## src/rtl/core/cfir_pkg.sv

```systemverilog
// ----------------------------------------------------------------------------
// cfir_pkg: shared definitions for the column FIR filter
// Field widths, register indexes, request codes, sequencer states and the
// control bundle that travels with each multiply-accumulate operation.
// ----------------------------------------------------------------------------
package cfir_pkg;

    // Fixed field widths of the configuration registers and stream fields
    localparam int TF_W       = 6;
    localparam int TL_W       = 5;
    localparam int LEN_W      = 13;
    localparam int DEC_W      = 5;
    localparam int CFG_W      = 13;
    localparam int CFG_IDX_W  = 3;
    localparam int COEF_IDX_W = 5;
    localparam int ROW_W      = 13;
    localparam int ROWOUT_W   = 12;

    // Internal widths: tap offsets after clamping, signed row positions,
    // and the bit counter of the row modulo step
    localparam int TAP_W      = 9;
    localparam int YW         = ROW_W + 2;
    localparam int BIT_CNT_W  = 4;

    // Lowest tap offset the filter accepts
    localparam logic signed [TAP_W-1:0] TAP_MIN = -9'sd31;

    // Configuration register indexes
    localparam logic [CFG_IDX_W-1:0] CFG_TAP_FIRST     = 3'd0;
    localparam logic [CFG_IDX_W-1:0] CFG_TAP_LAST      = 3'd1;
    localparam logic [CFG_IDX_W-1:0] CFG_COLUMN_LENGTH = 3'd2;
    localparam logic [CFG_IDX_W-1:0] CFG_DECIMATION    = 3'd3;
    localparam logic [CFG_IDX_W-1:0] CFG_PAD_MODE      = 3'd4;

    // Configuration reset values
    localparam logic [TF_W-1:0]  TAP_FIRST_RST     = 6'b111001;
    localparam logic [TL_W-1:0]  TAP_LAST_RST      = 5'd7;
    localparam logic [LEN_W-1:0] COLUMN_LENGTH_RST = 13'd4096;
    localparam logic [DEC_W-1:0] DECIMATION_RST    = 5'd1;
    localparam logic             PAD_MODE_RST      = 1'b1;

    // Input request kinds carried in tuser
    localparam logic REQ_SAMPLE = 1'b0;
    localparam logic REQ_COEF   = 1'b1;

    // Pad mode codes
    localparam logic PAD_ZERO = 1'b0;
    localparam logic PAD_EDGE = 1'b1;

    // Sequencer states
    typedef enum logic [2:0] {
        S_IDLE,
        S_MOD,
        S_ROW,
        S_MAC,
        S_WAIT,
        S_EMIT
    } cfir_state_t;

    // Source of the sample operand of one tap
    typedef enum logic [1:0] {
        SEL_ZERO,
        SEL_FIRST,
        SEL_NEWEST,
        SEL_WIN
    } cfir_sel_t;

    // Control that goes with one multiply-accumulate operation
    typedef struct packed {
        logic valid;
        logic first;
        logic last;
    } cfir_mac_ctl_t;

endpackage

```

## src/rtl/core/cfir_mac.sv

```systemverilog
// ----------------------------------------------------------------------------
// cfir_mac: shared multiply-accumulate unit
// One signed multiplier with a registered product, a saturating accumulator
// and a round-half-up, saturate stage back to the sample format.
// ----------------------------------------------------------------------------
module cfir_mac #(
    parameter int SAMPLE_BITS = 16,
    parameter int MAX_TAPS    = 32
) (
    input  logic                          clk,
    input  logic                          rst_n,
    input  cfir_pkg::cfir_mac_ctl_t       ctl,
    input  logic signed [SAMPLE_BITS-1:0] op_a,
    input  logic signed [SAMPLE_BITS-1:0] op_b,
    output logic                          done,
    output logic signed [SAMPLE_BITS-1:0] result
);
    import cfir_pkg::*;

    localparam int FRAC   = SAMPLE_BITS - 1;
    localparam int PROD_W = 2 * SAMPLE_BITS;
    localparam int SUM_W  = PROD_W + $clog2(MAX_TAPS) + 1;
    localparam int ACC_W  = (SUM_W > 64) ? 64 : SUM_W;
    localparam int QW     = ACC_W - FRAC + 1;

    cfir_mac_ctl_t             ctl1_reg;
    logic                      done_reg;
    logic signed [PROD_W-1:0]  prod_reg;
    logic signed [PROD_W-1:0]  prod_next;
    logic signed [ACC_W-1:0]   acc_reg;
    logic signed [ACC_W-1:0]   acc_next;
    logic signed [ACC_W-1:0]   prod_ext;
    logic        [ACC_W:0]     sum_w;
    logic signed [QW-1:0]      q_round;
    logic                      q_fits;

    // Product of the two operands
    assign prod_next = op_a * op_b;
    assign prod_ext  = ACC_W'(prod_reg);

    // Saturating accumulate; the first tap of a row loads the product
    always_comb
    begin
        sum_w = {acc_reg[ACC_W-1], acc_reg} + {prod_ext[ACC_W-1], prod_ext};
        if (ctl1_reg.first)
        begin
            acc_next = prod_ext;
        end
        else if (sum_w[ACC_W] != sum_w[ACC_W-1])
        begin
            acc_next = sum_w[ACC_W] ? {1'b1, {(ACC_W-1){1'b0}}}
                                    : {1'b0, {(ACC_W-1){1'b1}}};
        end
        else
        begin
            acc_next = sum_w[ACC_W-1:0];
        end
    end

    // Control pipeline
    always_ff @(posedge clk or negedge rst_n)
    begin
        if (!rst_n)
        begin
            ctl1_reg <= '0;
            done_reg <= 1'b0;
        end
        else
        begin
            ctl1_reg <= ctl;
            done_reg <= ctl1_reg.valid && ctl1_reg.last;
        end
    end

    // Datapath registers
    always_ff @(posedge clk)
    begin
        prod_reg <= prod_next;
        if (ctl1_reg.valid)
        begin
            acc_reg <= acc_next;
        end
    end

    // Round half up to the sample format, then saturate
    always_comb
    begin
        q_round = $signed({acc_reg[ACC_W-1], acc_reg[ACC_W-1:FRAC]})
                + $signed({{(QW-1){1'b0}}, acc_reg[FRAC-1]});
        q_fits  = (&q_round[QW-1:SAMPLE_BITS-1]) || !(|q_round[QW-1:SAMPLE_BITS-1]);
        if (q_fits)
        begin
            result = q_round[SAMPLE_BITS-1:0];
        end
        else
        begin
            result = q_round[QW-1] ? {1'b1, {(SAMPLE_BITS-1){1'b0}}}
                                   : {1'b0, {(SAMPLE_BITS-1){1'b1}}};
        end
    end

    assign done = done_reg;

endmodule

```

## src/rtl/core/column_fir_with_edge_padding.sv

```systemverilog
// ----------------------------------------------------------------------------
// column_fir_with_edge_padding: column FIR filter with border padding
// Filters one image column with a shared multiply-accumulate unit under a
// small sequencer, decimates the output rows and pads above and below.
// Coefficient write beat: the block stays ready.
// Sample beat: the sequencer takes the sample, runs the row modulo step, then for
// each emitted row issues span + 1 taps on the shared multiplier, span = tap_last - tap_first.
// At the column end up to 31 further rows are flushed.
// Reset (rst_n low, asynchronous) clears the sequencer, the row count and the
// coefficient valid bits, so every coefficient reads zero until written.
// ----------------------------------------------------------------------------
module column_fir_with_edge_padding #(
    parameter int SAMPLE_BITS = 16,
    parameter int MAX_TAPS    = 32,
    parameter int MAX_COLUMN  = 4096
) (
    input  logic                                clk,
    input  logic                                rst_n,
    // Configuration write port
    input  logic                                cfg_wr_en,
    input  logic [cfir_pkg::CFG_IDX_W-1:0]      cfg_index,
    input  logic [cfir_pkg::CFG_W-1:0]          cfg_data,
    // Input stream
    input  logic                                s_tvalid,
    output logic                                s_tready,
    // s_tdata from bit 0: sample_in, coef_index, coef_value, zero fill
    input  logic [((2*SAMPLE_BITS+cfir_pkg::COEF_IDX_W+7)/8)*8-1:0] s_tdata,
    // s_tuser: req_type
    input  logic                                s_tuser,
    // Output stream
    output logic                                m_tvalid,
    input  logic                                m_tready,
    // m_tdata from bit 0: filtered, row_out, zero fill
    output logic [((SAMPLE_BITS+cfir_pkg::ROWOUT_W+7)/8)*8-1:0] m_tdata,
    // m_tlast: column_done
    output logic                                m_tlast
);
    import cfir_pkg::*;

    localparam int SB    = SAMPLE_BITS;
    localparam int AW    = $clog2(MAX_TAPS);
    localparam int OUT_W = ((SB + ROWOUT_W + 7) / 8) * 8;

    // Input fields
    logic                        req_type;
    logic signed [SB-1:0]        sample_in;
    logic [COEF_IDX_W-1:0]       coef_index;
    logic signed [SB-1:0]        coef_value;

    // Configuration registers
    logic signed [TF_W-1:0]      tap_first_reg;
    logic [TL_W-1:0]             tap_last_reg;
    logic [LEN_W-1:0]            column_length_reg;
    logic [DEC_W-1:0]            decimation_reg;
    logic                        pad_mode_reg;

    // Effective configuration after clamping
    logic signed [TAP_W-1:0]     tf1;
    logic signed [TAP_W-1:0]     tl1;
    logic signed [TAP_W-1:0]     tf_eff;
    logic signed [TAP_W-1:0]     tl_eff;
    logic signed [TAP_W-1:0]     span_s;
    logic signed [TAP_W-1:0]     max_span;
    logic [AW-1:0]               span_eff;
    logic [ROW_W-1:0]            len_eff;
    logic [DEC_W-1:0]            dec_eff;
    logic signed [YW-1:0]        tf_y;
    logic signed [YW-1:0]        len_y;

    // Sequencer state
    cfir_state_t                 state_reg, state_next;
    logic [ROW_W-1:0]            rows_seen_reg, rows_seen_next;
    logic [AW-1:0]               wp_reg, wp_next;
    logic signed [SB-1:0]        first_reg, first_next;
    logic signed [SB-1:0]        sample_reg, sample_next;
    logic [ROW_W-1:0]            r_reg, r_next;
    logic [AW-1:0]               cur_wp_reg, cur_wp_next;
    logic                        last_reg, last_next;
    logic                        cand_ok_reg, cand_ok_next;
    logic signed [YW-1:0]        y_reg, y_next;
    logic [DEC_W-1:0]            rem_reg, rem_next;
    logic [BIT_CNT_W-1:0]        bit_reg, bit_next;
    logic [DEC_W-1:0]            phase_reg, phase_next;
    logic [AW-1:0]               j_reg, j_next;
    logic signed [YW-1:0]        p_reg, p_next;
    logic [AW-1:0]               slot_reg, slot_next;

    // Tap issue pipeline
    cfir_mac_ctl_t               iss_ctl_reg, iss_ctl_next;
    cfir_sel_t                   sel_reg, sel_next;
    logic signed [SB-1:0]        coef_rd_reg;
    logic                        coef_vrd_reg;
    logic signed [SB-1:0]        win_rd_reg;
    logic [MAX_TAPS-1:0]         coef_vld_reg;

    // Memories
    logic signed [SB-1:0]        coef_mem [MAX_TAPS];
    logic signed [SB-1:0]        win_mem  [MAX_TAPS];

    // Output register
    logic                        m_tvalid_reg, m_tvalid_next;
    logic [OUT_W-1:0]            out_data_reg, out_data_next;
    logic                        out_last_reg, out_last_next;

    // Helpers
    logic                        accept;
    logic                        win_we;
    logic                        coef_we;
    logic [AW-1:0]               coef_addr;
    logic                        last_now;
    logic signed [YW-1:0]        cur_y;
    logic signed [YW-1:0]        r_y;
    logic [DEC_W:0]              rem_tmp;
    logic [DEC_W-1:0]            rem_step;
    logic [DEC_W-1:0]            phase_inc;
    logic [DEC_W-1:0]            phase_adv;
    logic                        row_stop;
    logic                        p_in_win;
    logic                        out_free;
    logic                        col_done;
    logic signed [SB-1:0]        mac_a;
    logic signed [SB-1:0]        mac_b;
    logic                        mac_done;
    logic signed [SB-1:0]        mac_result;

    // Unpack the input beat
    assign req_type   = s_tuser;
    assign sample_in  = s_tdata[SB-1:0];
    assign coef_index = s_tdata[SB+COEF_IDX_W-1:SB];
    assign coef_value = s_tdata[2*SB+COEF_IDX_W-1:SB+COEF_IDX_W];

    assign s_tready  = (state_reg == S_IDLE);
    assign accept    = s_tvalid && s_tready;
    assign win_we    = accept && (req_type == REQ_SAMPLE);
    assign coef_we   = accept && (req_type == REQ_COEF)
                       && (32'(coef_index) < 32'(MAX_TAPS));
    assign coef_addr = AW'(coef_index);

    // Clamp the tap range, column length and decimation step
    always_comb
    begin
        max_span = $signed(TAP_W'(MAX_TAPS - 1));
        if (!tap_first_reg[TF_W-1] && (tap_first_reg != '0))
        begin
            tf1 = '0;
        end
        else if ($signed({{(TAP_W-TF_W){tap_first_reg[TF_W-1]}}, tap_first_reg}) < TAP_MIN)
        begin
            tf1 = TAP_MIN;
        end
        else
        begin
            tf1 = $signed({{(TAP_W-TF_W){tap_first_reg[TF_W-1]}}, tap_first_reg});
        end
        tl1    = $signed({{(TAP_W-TL_W){1'b0}}, tap_last_reg});
        tf_eff = tf1;
        tl_eff = tl1;
        if ((tl1 - tf1) > max_span)
        begin
            tl_eff = tf1 + max_span;
            if (tl_eff[TAP_W-1])
            begin
                tl_eff = '0;
            end
            if ((tl_eff - tf1) > max_span)
            begin
                tf_eff = tl_eff - max_span;
            end
        end
        span_s   = tl_eff - tf_eff;
        span_eff = span_s[AW-1:0];

        if (column_length_reg == '0)
        begin
            len_eff = ROW_W'(1);
        end
        else if (32'(column_length_reg) > 32'(MAX_COLUMN))
        begin
            len_eff = ROW_W'(MAX_COLUMN);
        end
        else
        begin
            len_eff = column_length_reg;
        end

        dec_eff = (decimation_reg == '0) ? DEC_W'(1) : decimation_reg;
        tf_y    = {{(YW-TAP_W){tf_eff[TAP_W-1]}}, tf_eff};
        len_y   = $signed({{(YW-ROW_W){1'b0}}, len_eff});
    end

    // Shared helper terms of the sequencer
    always_comb
    begin
        last_now  = ({1'b0, rows_seen_reg} + (ROW_W+1)'(1)) >= {1'b0, len_eff};
        cur_y     = $signed({{(YW-ROW_W){1'b0}}, rows_seen_reg}) + tf_y;
        r_y       = $signed({{(YW-ROW_W){1'b0}}, r_reg});
        rem_tmp   = {rem_reg, y_reg[bit_reg]};
        rem_step  = (rem_tmp >= {1'b0, dec_eff}) ? DEC_W'(rem_tmp - {1'b0, dec_eff})
                                                 : rem_tmp[DEC_W-1:0];
        phase_inc = phase_reg + DEC_W'(1);
        phase_adv = (phase_inc == dec_eff) ? '0 : phase_inc;
        row_stop  = !cand_ok_reg || (y_reg >= len_y);
        p_in_win  = !p_reg[YW-1] && (p_reg <= r_y);
        out_free  = !m_tvalid_reg || m_tready;
        col_done  = last_reg
                    && ((y_reg + $signed({{(YW-DEC_W){1'b0}}, dec_eff})) >= len_y);
    end

    // Sequencer: next state and datapath control
    always_comb
    begin
        state_next     = state_reg;
        rows_seen_next = rows_seen_reg;
        wp_next        = wp_reg;
        first_next     = first_reg;
        sample_next    = sample_reg;
        r_next         = r_reg;
        cur_wp_next    = cur_wp_reg;
        last_next      = last_reg;
        cand_ok_next   = cand_ok_reg;
        y_next         = y_reg;
        rem_next       = rem_reg;
        bit_next       = bit_reg;
        phase_next     = phase_reg;
        j_next         = j_reg;
        p_next         = p_reg;
        slot_next      = slot_reg;
        iss_ctl_next   = '0;
        sel_next       = SEL_ZERO;
        m_tvalid_next  = m_tvalid_reg && !m_tready;
        out_data_next  = out_data_reg;
        out_last_next  = out_last_reg;

        unique case (state_reg)
            S_IDLE:
            begin
                if (win_we)
                begin
                    // Take the sample, advance the row count and the ring pointer
                    sample_next = sample_in;
                    r_next      = rows_seen_reg;
                    cur_wp_next = wp_reg;
                    last_next   = last_now;
                    if (rows_seen_reg == '0)
                    begin
                        first_next = sample_in;
                    end
                    if (last_now)
                    begin
                        rows_seen_next = '0;
                        wp_next        = '0;
                    end
                    else
                    begin
                        rows_seen_next = rows_seen_reg + ROW_W'(1);
                        wp_next        = (wp_reg == AW'(MAX_TAPS - 1)) ? '0
                                                                       : wp_reg + AW'(1);
                    end
                    // First candidate row is the one this sample completes
                    cand_ok_next = !cur_y[YW-1] || last_now;
                    y_next       = cur_y[YW-1] ? '0 : cur_y;
                    rem_next     = '0;
                    bit_next     = BIT_CNT_W'(ROW_W - 1);
                    state_next   = S_MOD;
                end
            end

            S_MOD:
            begin
                // One bit a cycle of the row modulo the decimation step
                rem_next = rem_step;
                bit_next = bit_reg - BIT_CNT_W'(1);
                if (bit_reg == '0)
                begin
                    phase_next = rem_step;
                    state_next = S_ROW;
                end
            end

            S_ROW:
            begin
                if (row_stop)
                begin
                    state_next = S_IDLE;
                end
                else if (phase_reg == '0)
                begin
                    j_next     = '0;
                    p_next     = y_reg - tf_y;
                    slot_next  = cur_wp_reg;
                    state_next = S_MAC;
                end
                else
                begin
                    // Skipped row: move on to the next one
                    y_next       = y_reg + YW'(1);
                    phase_next   = phase_adv;
                    cand_ok_next = last_reg;
                end
            end

            S_MAC:
            begin
                // Issue one tap: pick the operand source and step the taps
                iss_ctl_next.valid = 1'b1;
                iss_ctl_next.first = (j_reg == '0);
                iss_ctl_next.last  = (j_reg == span_eff);
                if (p_reg[YW-1])
                begin
                    sel_next = (pad_mode_reg == PAD_EDGE) ? SEL_FIRST : SEL_ZERO;
                end
                else if (p_reg > r_y)
                begin
                    sel_next = (pad_mode_reg == PAD_EDGE) ? SEL_NEWEST : SEL_ZERO;
                end
                else
                begin
                    sel_next = SEL_WIN;
                end
                j_next = j_reg + AW'(1);
                p_next = p_reg - YW'(1);
                if (p_in_win)
                begin
                    slot_next = (slot_reg == '0) ? AW'(MAX_TAPS - 1) : slot_reg - AW'(1);
                end
                if (j_reg == span_eff)
                begin
                    state_next = S_WAIT;
                end
            end

            S_WAIT:
            begin
                if (mac_done)
                begin
                    state_next = S_EMIT;
                end
            end

            S_EMIT:
            begin
                // Load the result once the output register is free
                if (out_free)
                begin
                    m_tvalid_next = 1'b1;
                    out_data_next = OUT_W'({y_reg[ROWOUT_W-1:0], mac_result});
                    out_last_next = col_done;
                    y_next        = y_reg + YW'(1);
                    phase_next    = phase_adv;
                    cand_ok_next  = last_reg;
                    state_next    = S_ROW;
                end
            end

            default:
            begin
                state_next = S_IDLE;
            end
        endcase
    end

    // Control registers and configuration
    always_ff @(posedge clk or negedge rst_n)
    begin
        if (!rst_n)
        begin
            state_reg         <= S_IDLE;
            rows_seen_reg     <= '0;
            wp_reg            <= '0;
            first_reg         <= '0;
            iss_ctl_reg       <= '0;
            m_tvalid_reg      <= 1'b0;
            coef_vld_reg      <= '0;
            tap_first_reg     <= TAP_FIRST_RST;
            tap_last_reg      <= TAP_LAST_RST;
            column_length_reg <= COLUMN_LENGTH_RST;
            decimation_reg    <= DECIMATION_RST;
            pad_mode_reg      <= PAD_MODE_RST;
        end
        else
        begin
            state_reg     <= state_next;
            rows_seen_reg <= rows_seen_next;
            wp_reg        <= wp_next;
            first_reg     <= first_next;
            iss_ctl_reg   <= iss_ctl_next;
            m_tvalid_reg  <= m_tvalid_next;
            if (coef_we)
            begin
                coef_vld_reg[coef_addr] <= 1'b1;
            end
            if (cfg_wr_en)
            begin
                unique case (cfg_index)
                    CFG_TAP_FIRST:     tap_first_reg     <= cfg_data[TF_W-1:0];
                    CFG_TAP_LAST:      tap_last_reg      <= cfg_data[TL_W-1:0];
                    CFG_COLUMN_LENGTH: column_length_reg <= cfg_data[LEN_W-1:0];
                    CFG_DECIMATION:    decimation_reg    <= cfg_data[DEC_W-1:0];
                    CFG_PAD_MODE:      pad_mode_reg      <= cfg_data[0];
                    default:           ;
                endcase
            end
        end
    end

    // Datapath registers
    always_ff @(posedge clk)
    begin
        sample_reg   <= sample_next;
        r_reg        <= r_next;
        cur_wp_reg   <= cur_wp_next;
        last_reg     <= last_next;
        cand_ok_reg  <= cand_ok_next;
        y_reg        <= y_next;
        rem_reg      <= rem_next;
        bit_reg      <= bit_next;
        phase_reg    <= phase_next;
        j_reg        <= j_next;
        p_reg        <= p_next;
        slot_reg     <= slot_next;
        sel_reg      <= sel_next;
        coef_vrd_reg <= coef_vld_reg[j_reg];
        out_data_reg <= out_data_next;
        out_last_reg <= out_last_next;
    end

    // Coefficient memory
    always_ff @(posedge clk)
    begin
        if (coef_we)
        begin
            coef_mem[coef_addr] <= coef_value;
        end
        coef_rd_reg <= coef_mem[j_reg];
    end

    // Sample window ring, indexed by row modulo the tap count
    always_ff @(posedge clk)
    begin
        if (win_we)
        begin
            win_mem[wp_reg] <= sample_in;
        end
        win_rd_reg <= win_mem[slot_reg];
    end

    // Operands of the tap issued in the previous cycle
    always_comb
    begin
        case (sel_reg)
            SEL_FIRST:  mac_a = first_reg;
            SEL_NEWEST: mac_a = sample_reg;
            SEL_WIN:    mac_a = win_rd_reg;
            default:    mac_a = '0;
        endcase
        mac_b = coef_vrd_reg ? coef_rd_reg : '0;
    end

    cfir_mac #(
        .SAMPLE_BITS (SAMPLE_BITS),
        .MAX_TAPS    (MAX_TAPS)
    ) u_mac (
        .clk    (clk),
        .rst_n  (rst_n),
        .ctl    (iss_ctl_reg),
        .op_a   (mac_a),
        .op_b   (mac_b),
        .done   (mac_done),
        .result (mac_result)
    );

    assign m_tvalid = m_tvalid_reg;
    assign m_tdata  = out_data_reg;
    assign m_tlast  = out_last_reg;

endmodule

```

## config.mk

```make
export PLATFORM = sky130hd
export DESIGN_NAME = column_fir_with_edge_padding
export DESIGN_NICKNAME = d
export VERILOG_FILES = /design/src/rtl/core/cfir_pkg.sv /design/src/rtl/core/cfir_mac.sv /design/src/rtl/core/column_fir_with_edge_padding.sv
export SDC_FILE = /design/constraint.sdc
export NUM_CORES = 2
export LEC_CHECK = 0
export BUFFER_PORTS_ARGS = -buffer_cell sky130_fd_sc_hd__buf_2
export CAP_MARGIN = 20
export CORE_ASPECT_RATIO = 0.75
export CORE_MARGIN = 5
export CORE_UTILIZATION = 50
export CTS_CLUSTER_SIZE = 28
export DETAILED_ROUTE_END_ITERATION = 6
export PLACE_DENSITY = 0.78
export SKIP_LAST_GASP = 1
export SLEW_MARGIN = 25
export SYNTH_ARGS = -nofsm -noshare
export SYNTH_HDL_FRONTEND = slang
export SYNTH_SLANG_ARGS = --single-unit
```

## constraint.sdc

```tcl
create_clock -name clk -period 7.1 [get_ports clk]
set_input_delay 0.71 -clock clk [delete_from_list [all_inputs] [get_ports clk]]
set_output_delay 0.71 -clock clk [all_outputs]
set_load 0.005 [all_outputs]
```

### Word-level counts from Yosys, hierarchy flattened

Memory sizes are Yosys's and may differ from the RTL's. A register that Yosys moved wholly into a read port is not among the register bits.
Cells that the tools add are included.

| operators by class | value |
|---|---|
| magnitude comparators | 14 |
| bitwise gates (word level) | 2 |
| multipliers | 1 |
| reductions and logical operators | 50 |
| $add $sub $neg | 20 |
| muxes and demuxes | 78 |
| equality and inequality tests | 26 |

Operators by type and width:

| kind | count |
|---|---|
| 38-bit 2-to-1 mux | 3 |
| 15-bit 2-to-1 mux | 6 |
| 5-bit 2-to-1 mux | 17 |
| 16-bit 2-to-1 mux | 3 |
| 16-bit case mux with 3 select lines | 1 |
| 9-bit 2-to-1 mux | 5 |
| 15-bit case mux with 3 select lines | 1 |
| 38-bit by 32-bit adder with 39-bit output | 1 |
| 13-bit 2-to-1 mux | 3 |
| 16-bit by 16-bit multiplier with 32-bit output | 1 |
| 32-bit bitwise OR | 1 |
| 15-bit by 14-bit >= comparator with 1-bit output | 2 |
| 15-bit case mux with 2 select lines | 1 |
| 5-bit case mux with 2 select lines | 3 |
| 13-bit zero test | 2 |
| 23-bit by 2-bit adder with 24-bit output | 1 |
| 3-bit 2-to-1 mux | 8 |
| 5-bit zero test | 4 |
| 9-bit by 6-bit greater-than comparator with 1-bit output (second input constant) | 2 |
| 3-bit case mux with 6 select lines | 1 |
| 2-bit AND reduction | 8 |
| 14-bit by 9-bit adder with 15-bit output | 1 |
| 15-bit by 2-bit adder with 15-bit output (second input constant) | 1 |
| 15-bit by 6-bit adder with 15-bit output | 1 |
| other kinds (58) | 114 |

| word-level totals | value |
|---|---|
| bits in registers | 299 |
| RAM bits | 1024 |
| bits of input ports | 62 |
| memories | 2 |

Memories:

| memory | words | bits a word | rd ports | clocked after memory_dff | write ports | RTL line | RTL |
|---|---|---|---|---|---|---|---|
| coef_mem | 32 | 16 | 1 | 1 | 1 | column_fir_with_edge_padding.sv:97 | `logic signed [SB-1:0] coef_mem [MAX_TAPS];` |
| win_mem | 32 | 16 | 1 | 1 | 1 | column_fir_with_edge_padding.sv:98 | `logic signed [SB-1:0] win_mem [MAX_TAPS];` |

### Logic depth before layout (Yosys ltp)

| logic depth | value |
|---|---|
| word-level depth | 15 |
| gate-level depth with buffers | 34 |

### Modules after synthesis

A second synthesis with hierarchy kept.

| second synthesis, totals | value |
|---|---|
| cells, all modules | 4609 |
| area, all modules | 69167.6 um^2 |

By module, submodules not included:

| module | instances | cells an instance | area an instance (um^2) |
|---|---|---|---|
| column_fir_with_edge_padding | 1 | 2922 | 53861.7 |
| cfir_mac | 1 | 1687 | 15305.9 |

### Worst setup path after synthesis

No wires, ideal clock.

| path | value |
|---|---|
| path type | flip-flop to flip-flop |
| start | register sel_reg[1] |
| end | register u_mac.prod_reg[28] |
| setup slack | 0.325 ns |
| data required time | 6.982 ns |
| cell stages (with the launch flop) | 27 |
| arrival time | 6.657 ns |
| path through | dfxtp_1 clkbuf_1 nor2b_1 clkbuf_1 a22o_1 clkbuf_1 nand2_1 fa_1 inv_1 fa_1 inv_1 fa_1 inv_1 fa_1 inv_1 fa_1 inv_1 fa_1 ha_1 nand4_1 o31ai_1 o31ai_1 o211a_1 o41a_1 o21bai_1 a21oi_1 xnor2_1 |

| between the ends | value |
|---|---|
| word-level cells in the longest chain between the ends | 3 |
| elaborated cells between the ends (all ways) | 5 |

Ends and longest elaborated chain:

| element | RTL line | RTL |
|---|---|---|
| from (decl) | column_fir_with_edge_padding.sv:90 | `cfir_sel_t sel_reg, sel_next;` |
| from (signal assigned) | column_fir_with_edge_padding.sv:421 | `sel_reg <= sel_next;` |
| 2-bit equality test or 2-bit by 1-bit equality test with 1-bit output (tied branches) | column_fir_with_edge_padding.sv:450 | `case (sel_reg)` |
| 16-bit case mux with 3 select lines * | column_fir_with_edge_padding.sv:450 |  |
| 16-bit by 16-bit multiplier with 32-bit output * | cfir_mac.sv:38 | `assign prod_next = op_a * op_b;` |
| named net u_mac.prod_next[28] | cfir_mac.sv:29 | `logic signed [PROD_W-1:0] prod_next;` |
| to (signal assigned) | cfir_mac.sv:78 | `prod_reg <= prod_next;` |
| to (decl) | cfir_mac.sv:28 | `logic signed [PROD_W-1:0] prod_reg;` |

The timed path passes the listed nets; every way through them passes the cells marked *.
A chain may end at the register's enable or synchronous reset.

### Final worst setup path

| path | value |
|---|---|
| start | register sel_reg[1] |
| end | register u_mac.prod_reg[30] |

Same word-level chain as after synthesis.

==> impl_metrics.csv <==
group,metric,value,unit
die,coreArea,136000,um2
setup_path,worstRegToRegCells,25,
logic_synthesis,yosys.area_share.simple,6.63,%
layout,seqCellArea,39500,um2
die,io_pins,97,
cts,cts_buffer_depth,3,
logic_synthesis,synth_fa_ha_area_share,12.3,%
power_and_ir_drop,report.power.total,21.5,mW
grt,antenna_found_initial,8,
setup_path,cp_slowest_cell,"fa_1",
grt,grt_usage,23.0,%
layout,fin_nets,5321,
placement,post-place-ws,197,ps
die,die_h,330,um
layout,drive_gt1_share,20.5,%
grt,first_global_vias,41400,
setup_path,r2r_end,"u_mac.prod_reg[30]",
sta,timing.hold.ws,187,ps
job,max_cap_violations,0,
sta,clock_skew,88.5,ps
setup_path,r2r-start,"sel_reg[1]",
logic_synthesis,muxShareOfSynthArea,12.6,%
detailed_routing,vias,40300,
sta,max-slew-margin-rel,34.7,%
sta,setup_viol,0,
setup_path,worstPathMaxFanout,16,
setup_path,reg2reg_slack,230,ps
logic_synthesis,synth_xor_area_share,2.38,%
die,die-area,144000,um2
outcome,status,"complete, no violations",
detailed_routing,met3_length,16800,um
cts,clock_sinks,1355,
sta,worst_slew_pin_slew,977,ps
sta,fin_ws,229,ps
setup_path,crit_end,"u_mac.prod_reg[30]",
setup_path,arrival,7510,ps
detailed_routing,vias_per_cell,6.07,
logic_synthesis,yosys.cell_count.top_type,"edfxtp_1",
worst_hold_path,hold_class,"primary input to flip-flop",
sta,fmax,146,MHz
logic_synthesis,syn-cell-area,68300,um2
sta,fin_crit,6870,ps
setup_path,criticalPathCategory,"flip-flop to flip-flop",
detailed_routing,drt-wirelength-per-cell,24.9,um
setup_path,crit_path_frequent_cell,"fa_1",
logic_synthesis,synth_top_cell_by_area,"edfxtp_1",
detailed_routing,dr_wl_met2,77400,um
die,die_w,437,um
logic_synthesis,ys.flop_type,"edfxtp_1",
logic_synthesis,ys_async_sr_fraction,7.90,%
placement,io_buffers,89,
setup_path,slowest_delay,540,ps
power_and_ir_drop,power_density,285,nW/um2
sta,slew_viol_final,0,
detailed_routing,drc,0,
logic_synthesis,ys_seq_area_share,57.8,%
setup_path,cp-start-kind,"flip-flop",
sta,final.period_utilization,96.8,%
placement,gp_congestion,0.940,
setup_path,startpoint,"sel_reg[1]",
layout,fillers,10100,
sta,hold_violations,0,
logic_synthesis,synth_top_area_share,51.9,%
logic_synthesis,syn_area_per_cell,14.9,um2
setup_path,required,7740,ps
grt,grt_overflow_total,0,
cts,clkTransAtPathRegs,70,ps
logic_synthesis,syn_inst,4579,
cts,insertion_delay,760,ps
placement,hpwl,103000,um
die,initial_utilization,50.3,%
setup_path,end_kind,"flip-flop",
grt,grt_pass1_wl,254000,um
detailed_routing,firstDrtPassIters,7,
logic_synthesis,ys_warn_count,0,
detailed_routing,drtIter0Drc,4770,
grt,grt_max_degree,141,
layout,multi_input_area,27000,um2
power_and_ir_drop,ir_drop,0.263,mV
detailed_routing,ant_nets,0,
logic_synthesis,synth_common_cells,"edfxtp_1, inv_1, nand2_1",
cts,root_buffer,"clkbuf_16",
logic_synthesis,ys_top_cells_by_area,"edfxtp_1, mux4_2, fa_1",
cts,htreeDepth,3,
die,num_rows,117,
cts,cts_tree,"yes",
logic_synthesis,synth_cell_types,98,
logic_synthesis,synth_compound_area_share,5.11,%
cts,cts_buffers,119,
detailed_routing,wl_met1,66800,um
logic_synthesis,synth_edf_count,1181,
worst_hold_path,whs_path_depth,3,
detailed_routing,dr.max_layer_used,"met5",
layout,synthToLayoutAreaGrowth,10.8,%
detailed_routing,totalWireLength,165000,um
logic_synthesis,synth_top_family_by_area,"multiplexers",
cts,post_cts_buffers,0,
logic_synthesis,ys_ff_latch,1355,
power_and_ir_drop,power.leakage,27.0,nW
-- cell usage in the layout, fill, tap and decap left out, drive strengths merged, types with 40 or more instances in the layout --
master / instances
mux4: 333
fa: 269
clkbuf: 155
a21oi: 133
dfxtp: 67
buf: 229
edfxtp: 1181
nor2: 315
o21ai: 170
dfrtp: 97
inv: 370
ha: 242
nand3: 68
xnor2: 115
xor2: 70
a21o: 45
nor3: 40
mux2: 96
nand2: 355
clkinv: 55
-- routing by layer --
metal  vias to the layer above  track usage [%]
met5                         -                0
met4                         6             5.77
met3                       295             4.79
met2                      2172             36.7
met1                     20600             32.9
li1                      17300                -
-- cell type report --
type	count	area share, %
flip-flops and latches	1355	52.2
clock buffers	155	4.26
diodes	4	0.0132
multi-input cells	2676	35.7
inverters	366	1.82
well taps	1785	2.95
clock inverters	73	0.952
repair buffers	230	2.10
-- cell families after synthesis --
| family | count (synthesis) |
|---|---|
| mux | 434 |
| fa+ha+maj | 513 |
| buf+inv | 551 |
| xor+xnor | 185 |
| flops | 1355 |
| simple gates | 991 |
| other cells | 1 |
| compound gates | 549 |
-- critical path, delay by kind of cell (launching register included) --
| family | cells | cell delay, ps |
|---|---|---|
| adders and majority gates | 7 | 3430 |
| AOI/OAI and AO/OA | 7 | 1650 |
| buffers and inverters | 7 | 720 |
| DFF | 1 | 350 |
| muxes | 1 | 240 |
| and+or+nand+nor | 2 | 230 |
| xor gates and xnor gates | 1 | 130 |
-- timing repair --
action | CTS | global route
resized for setup | 0 | 10
hold buffers | 1 | 0
endpoints found under the hold margin | 33 | 0
endpoints found under the setup margin | 0 | 22
-- report_power, final --
part | internal, mW | switching [mW]
clock network | 3.50 | 3.02
registers | 9.36 | 0.485
logic | 2.13 | 3.04
-- worst min-delay path by stage --
stage / endpoint / from
6_report: column_length_reg[12] / cfg_data[12]
2_1_floorplan: u_mac.ctl1_reg[0] / iss_ctl_reg[0]
4_1_cts: column_length_reg[12] / cfg_data[12]
3_5_place_dp: u_mac.ctl1_reg[2] / iss_ctl_reg[2]
5_1_grt: column_length_reg[7] / cfg_data[7]
3_3_place_gp: u_mac.ctl1_reg[2] / iss_ctl_reg[2]
-- metrics by stage --
stage | cells | cell area, um2 | TNS [ps] | util, %
4_1_cts | 6639 | 75600 | 0 | 55.7
6_report | 6644 | 75700 | 0 | 55.8
3_5_place_dp | 6410 | 71700 | 0 | 52.8
3_3_place_gp | 6409 | 71500 | 0 | 52.7
2_1_floorplan | 4582 | 68300 | 0 | -
5_1_grt | 6640 | 75700 | -0.0879 | 55.8
No activity file was read; power rests on OpenSTA's default activity.
